File: src/hdl/stack_machine_execute_unit_core_assert.svh
// assertion macros for the stack machine execute unit
`ifndef STACK_MACHINE_EXECUTE_UNIT_CORE_ASSERT_SVH
`define STACK_MACHINE_EXECUTE_UNIT_CORE_ASSERT_SVH
`ifndef SYNTHESIS
`define SMX_ASSERT_IMPL(label, clk, rst_n, ante, cons) \
    label: assert property (@(posedge clk) disable iff (!rst_n) (ante) |-> (cons)) \
        else $error("assertion failed");
`define SMX_ASSERT_NEXT(label, clk, rst_n, ante, cons) \
    label: assert property (@(posedge clk) disable iff (!rst_n) (ante) |=> (cons)) \
        else $error("assertion failed");
`else
`define SMX_ASSERT_IMPL(label, clk, rst_n, ante, cons)
`define SMX_ASSERT_NEXT(label, clk, rst_n, ante, cons)
`endif
`endif

File: src/hdl/smx_pkg.sv
// shared types and constants for the stack machine execute unit
`timescale 1ns / 1ps
package smx_pkg;
    localparam int STACK_DEPTH = 256;
    localparam int SP_W = $clog2(STACK_DEPTH);
    localparam int CNT_W = $clog2(STACK_DEPTH + 1);
    localparam int NUM_REGS = 13;

    localparam logic [4:0] F_NOP = 5'd0;
    localparam logic [4:0] F_PUSH = 5'd1;
    localparam logic [4:0] F_POP = 5'd2;
    localparam logic [4:0] F_DUP = 5'd3;
    localparam logic [4:0] F_SWAP = 5'd4;
    localparam logic [4:0] F_SIZE = 5'd5;
    localparam logic [4:0] F_CLEAR = 5'd6;
    localparam logic [4:0] F_ADD = 5'd7;
    localparam logic [4:0] F_SUB = 5'd8;
    localparam logic [4:0] F_MUL = 5'd9;
    localparam logic [4:0] F_DIV = 5'd10;
    localparam logic [4:0] F_MOD = 5'd11;
    localparam logic [4:0] F_AND = 5'd12;
    localparam logic [4:0] F_OR = 5'd13;
    localparam logic [4:0] F_XOR = 5'd14;
    localparam logic [4:0] F_NOT = 5'd15;
    localparam logic [4:0] F_NEG = 5'd16;
    localparam logic [4:0] F_SHL = 5'd17;
    localparam logic [4:0] F_SHR = 5'd18;
    localparam logic [4:0] F_MOVE = 5'd19;

    localparam logic [2:0] ST_OK = 3'd0;
    localparam logic [2:0] ST_OVER = 3'd1;
    localparam logic [2:0] ST_UNDER = 3'd2;
    localparam logic [2:0] ST_DIVZ = 3'd3;
    localparam logic [2:0] ST_BADREG = 3'd4;

    typedef struct packed {
        logic       start;
        logic       is_mod;
        logic [31:0] a;
        logic [31:0] b;
    } div_req_t;

    typedef struct packed {
        logic        done;
        logic [31:0] result;
    } div_rsp_t;
endpackage

File: src/hdl/smx_div.sv
// iterative signed 32-bit divider, one quotient bit per cycle
`timescale 1ns / 1ps
module smx_div (
    input  logic                clk,
    input  logic                rst_n,
    input  smx_pkg::div_req_t   req,
    output smx_pkg::div_rsp_t   rsp
);
    logic        busy_reg, busy_next;
    logic [5:0]  cnt_reg, cnt_next;
    logic [31:0] rem_reg, rem_next;
    logic [31:0] quo_reg, quo_next;
    logic [31:0] dvs_reg, dvs_next;
    logic        negq_reg, negq_next;
    logic        negr_reg, negr_next;
    logic        mod_reg, mod_next;
    logic        done_reg, done_next;
    logic [32:0] trial;
    logic [31:0] shifted;
    logic [31:0] qfix, rfix;

    always_comb
    begin
        busy_next = busy_reg;
        cnt_next = cnt_reg;
        rem_next = rem_reg;
        quo_next = quo_reg;
        dvs_next = dvs_reg;
        negq_next = negq_reg;
        negr_next = negr_reg;
        mod_next = mod_reg;
        done_next = 1'b0;
        shifted = {rem_reg[30:0], quo_reg[31]};
        trial = {1'b0, shifted} - {1'b0, dvs_reg};
        if (req.start)
        begin
            busy_next = 1'b1;
            cnt_next = 6'd0;
            rem_next = '0;
            quo_next = req.a[31] ? (32'd0 - req.a) : req.a;
            dvs_next = req.b[31] ? (32'd0 - req.b) : req.b;
            negq_next = req.a[31] ^ req.b[31];
            negr_next = req.a[31];
            mod_next = req.is_mod;
        end
        else if (busy_reg)
        begin
            if (trial[32])
            begin
                rem_next = shifted;
                quo_next = {quo_reg[30:0], 1'b0};
            end
            else
            begin
                rem_next = trial[31:0];
                quo_next = {quo_reg[30:0], 1'b1};
            end
            cnt_next = cnt_reg + 6'd1;
            if (cnt_reg == 6'd31)
            begin
                busy_next = 1'b0;
                done_next = 1'b1;
            end
        end
    end

    always_ff @(posedge clk or negedge rst_n)
    begin
        if (!rst_n)
        begin
            busy_reg <= 1'b0;
            done_reg <= 1'b0;
            cnt_reg <= '0;
        end
        else
        begin
            busy_reg <= busy_next;
            done_reg <= done_next;
            cnt_reg <= cnt_next;
        end
    end

    always_ff @(posedge clk)
    begin
        rem_reg <= rem_next;
        quo_reg <= quo_next;
        dvs_reg <= dvs_next;
        negq_reg <= negq_next;
        negr_reg <= negr_next;
        mod_reg <= mod_next;
    end

    // min / -1 wraps naturally to min with remainder 0
    assign qfix = negq_reg ? (32'd0 - quo_reg) : quo_reg;
    assign rfix = negr_reg ? (32'd0 - rem_reg) : rem_reg;
    assign rsp.done = done_reg;
    assign rsp.result = mod_reg ? rfix : qfix;
endmodule

File: config.mk
export PLATFORM = sky130hd
export DESIGN_NAME = smx_div
export DESIGN_NICKNAME = d
export VERILOG_FILES = /design/src/hdl/stack_machine_execute_unit_core_assert.svh /design/src/hdl/smx_pkg.sv /design/src/hdl/smx_div.sv
export SDC_FILE = /design/constraint.sdc
export NUM_CORES = 1
export LEC_CHECK = 0
export BUFFER_PORTS_ARGS = -buffer_cell sky130_fd_sc_hd__buf_4
export CORE_ASPECT_RATIO = 0.5
export CORE_MARGIN = 5
export CORE_UTILIZATION = 40
export DETAILED_ROUTE_END_ITERATION = 8
export SLEW_MARGIN = 10
export SYNTH_ARGS = -nofsm -noshare
export SYNTH_HDL_FRONTEND = slang
export SYNTH_SLANG_ARGS = --single-unit
File: constraint.sdc
create_clock -name clk -period 4.4 [get_ports clk]
set_clock_uncertainty 0.2 [all_clocks]
set_input_delay 0 -clock clk [delete_from_list [all_inputs] [get_ports clk]]
set_output_delay 0 -clock clk [all_outputs]
set_load 0.05 [all_outputs]
==> results.cfg <==
[critical_path]
arrival_ns = 4.04
start_kind = flop
end_kind = primary output
required_ns = 4.20
path_max_fanout = 4
r2r-start = quo_reg[31]
setup.worst_path.class = reg2out
worstSetupStartpoint = quo_reg[6]

[power_and_ir_drop]
finalPower_mw = 3.14
irDropWorstVdd_v = 0.000159
cellLeakagePower_nw = 4.44
cellPowerDensity_nw_per_um2 = 286

[cells_and_area]
fin_area_um2 = 11000
fin_nets = 1310
syn2layout_area_growth_pct = 25.4
fillCellCount = 2116
num_antenna_cells = 0
multi_input_area_um2 = 5520
seq_area_um2 = 2850
drive_gt1_share_pct = 11.0
stdcell_count = 1509

[floorplanning]
row_count = 38
die_area_um2 = 25100
die_w_um = 219
die_h_um = 115
core_um2 = 21600
ios = 101
initial_core_util_pct = 40.5

[sta]
fin_crit_ns = 4.24
tightest_slew_ns = 0.927
setup_slack_ns = 0.160
slew-limit-headroom_pct = 38.2
rsz0062_at_grt = false
fmax_mhz = 236
fin_crit_sh_pct = 96.4
setup-violations-final = 0
hold_viol = 0
report.final.slew_viol_count = 0
setup-tns-final_ns = 0

[placement]
port_buffers = 100
placed_cells = 1404
placed_cell_area_um2 = 9730
gp_congestion = 0.904
dp_slack_ns = 0.474
dpl.hpwl_mm = 18.0

[drt]
viasPerCell = 5.30
drcViolationCount = 0
met3_length_um = 812
routed.top_layer = met4
first_pass_iters = 5
drt_wl_total_mm = 24.0
wl_met1_mm = 12.5
num_vias = 8000
postRouteAntennaNets = 0
drtIter0Drc = 522
wl_met2_mm = 10.5
wl_per_cell_um = 15.9

[cts]
cts_buffer_depth = 2
numClockSinks = 107
cts_tree = built
insertion_delay_ns = 0.36
clk_pin_slew_worst_paths_ns = 0.07
cts.htree.levels = 3
cts-root-buf = clkbuf_16
numCtsBuffers = 9

[hold_path]
hp-class = in2reg
hp-start = req[65]

[yosys]
synth_cell_types = 59
synth_ff_type = edfxtp_1
netlist_instances = 1052
synth_area_um2 = 8740
synth_seq_cells = 107
synth_fp_nets = 1158
async_flop_share_pct = 7.48
yosysWarnings = 0
seq_area_frac_synth_pct = 32.6
synth-edff-count = 67
avgSynthCellArea_um2 = 8.31

[flow_run]
drv_cap = 0

[outcome]
status = finished, final reports clean

[grt]
groute.usage.overall_pct = 19.0
grt-ovfl-total = 0
grt_first_pass_wirelength_mm = 38.9
grt_pass1_vias = 7672
grt_max_degree = 72
antenna_found_initial = 0
## placed cells by master (no fill, tap or decap), types with 10 or more instances in the layout
master           n
o41ai_1         17
o31ai_1         35
ha_1            37
dfxtp_1         32
a211oi_1        23
edfxtp_1        67
xor2_1          70
xnor2_1         76
or3_1           20
nand3_1         13
nand2_1         91
dlygate4sd3_1   89
buf_4          104
inv_1           49
nor3_1          18
or4_1           11
nor4_1          11
nor2_1         107
a21oi_1         88
a21o_1          15
nand2b_1        10
mux2i_1         31
o21ai_0         78
## per-stage QoR
| step | util [%] | hold WS [ns] |
|---|---|---|
| 6_report | 50.8 | 0.0285 |
| 3_3_place_gp | 45.1 | -0.370 |
| 4_1_cts | 50.8 | 0.0191 |
| 2_1_floorplan | - | -0.496 |
| 5_1_grt | 50.8 | 0.0658 |
| 3_5_place_dp | 45.1 | -0.370 |
## where the power goes
part,internal [mW],leakage [nW],switching (mW)
logic,0.392,3.24,0.580
clock network,0.559,0.167,0.374
registers,1.16,1.03,0.0767
total,2.11,4.44,1.03
## cell families after synthesis
family / after synthesis / synth area share (%)
AND/OR/NAND/NOR: 329 / 18.1
AO/OA/AOI/OAI: 298 / 21.1
XOR/XNOR: 146 / 14.6
flip-flops: 107 / 32.6
buffers and inverters: 103 / 4.48
adder cells (fa/ha/maj): 38 / 5.52
multiplexers: 31 / 3.55
## worst paths after layout
kind / cells past startpoint / slack [ns] / end
setup reg to reg: 13 / 0.46 / rem_reg[8]
hold reg to reg: 2 / 0.36 / rem_reg[29]
hold / removal: 2 / 0.03 / quo_reg[19]
min in group asynchronous: 3 / 0.44 / done_reg
max in group asynchronous: 3 / 3.27 / cnt_reg[2]
setup / recovery: 10 / 0.16 / rsp[28]
## Yosys cell counts (9+ instances only)
cell type / instances / area (um^2)
ha_1: 37 / 463
inv_1: 49 / 184
a21o_1: 15 / 113
nor3_1: 18 / 90.1
a211oi_1: 23 / 173
o21ai_0: 78 / 390
nor2_1: 107 / 402
a21oi_1: 88 / 440
nand3_1: 13 / 65.1
clkbuf_1: 45 / 169
o41ai_1: 18 / 158
and3_1: 9 / 56.3
nand2_1: 91 / 342
xor2_1: 70 / 613
mux2i_1: 31 / 310
or4_1: 11 / 82.6
xnor2_1: 76 / 666
nand2b_1: 10 / 62.6
o31ai_1: 35 / 263
dfxtp_1: 32 / 641
edfxtp_1: 67 / 2010
or3_1: 20 / 125
nor4_1: 11 / 68.8
## worst max-delay path, stage by stage (launching register included)
cell and delay (ns):
edfxtp_1 0.44, or4_4 0.58, or4_4 0.44, or4_4 0.46, or3_4 0.40, or4_4 0.44, or2_1 0.27, o21ai_1 0.15
xor2_1 0.20, mux2i_1 0.10, buf_4 0.21
## layer usage
layer  track usage (%)  vias up
met4              3.43        0
met2              29.8      152
li1                  -     4106
met3              2.69       21
met5                 0        -
met1              28.1     3721
## repair_timing
| action | in CTS | in global routing |
|---|---|---|
| hold buffers | 89 | 0 |
| resized for setup | 0 | 1 |
| endpoints found under the hold margin | 75 | 0 |
| buffers inserted | 0 | 0 |
| endpoints found under the setup margin | 0 | 1 |
## cell type report
cell class | instances | share of cell area, %
Multi-Input combinational cell | 842 | 50.3
Clock inverter | 6 | 1.03
Inverter | 50 | 1.71
Tap cell | 300 | 3.42
Clock buffer | 10 | 2.09
Sequential cell | 107 | 26.0
Timing Repair Buffer | 194 | 15.4
Note: power is estimated with default switching activity, not from simulation.
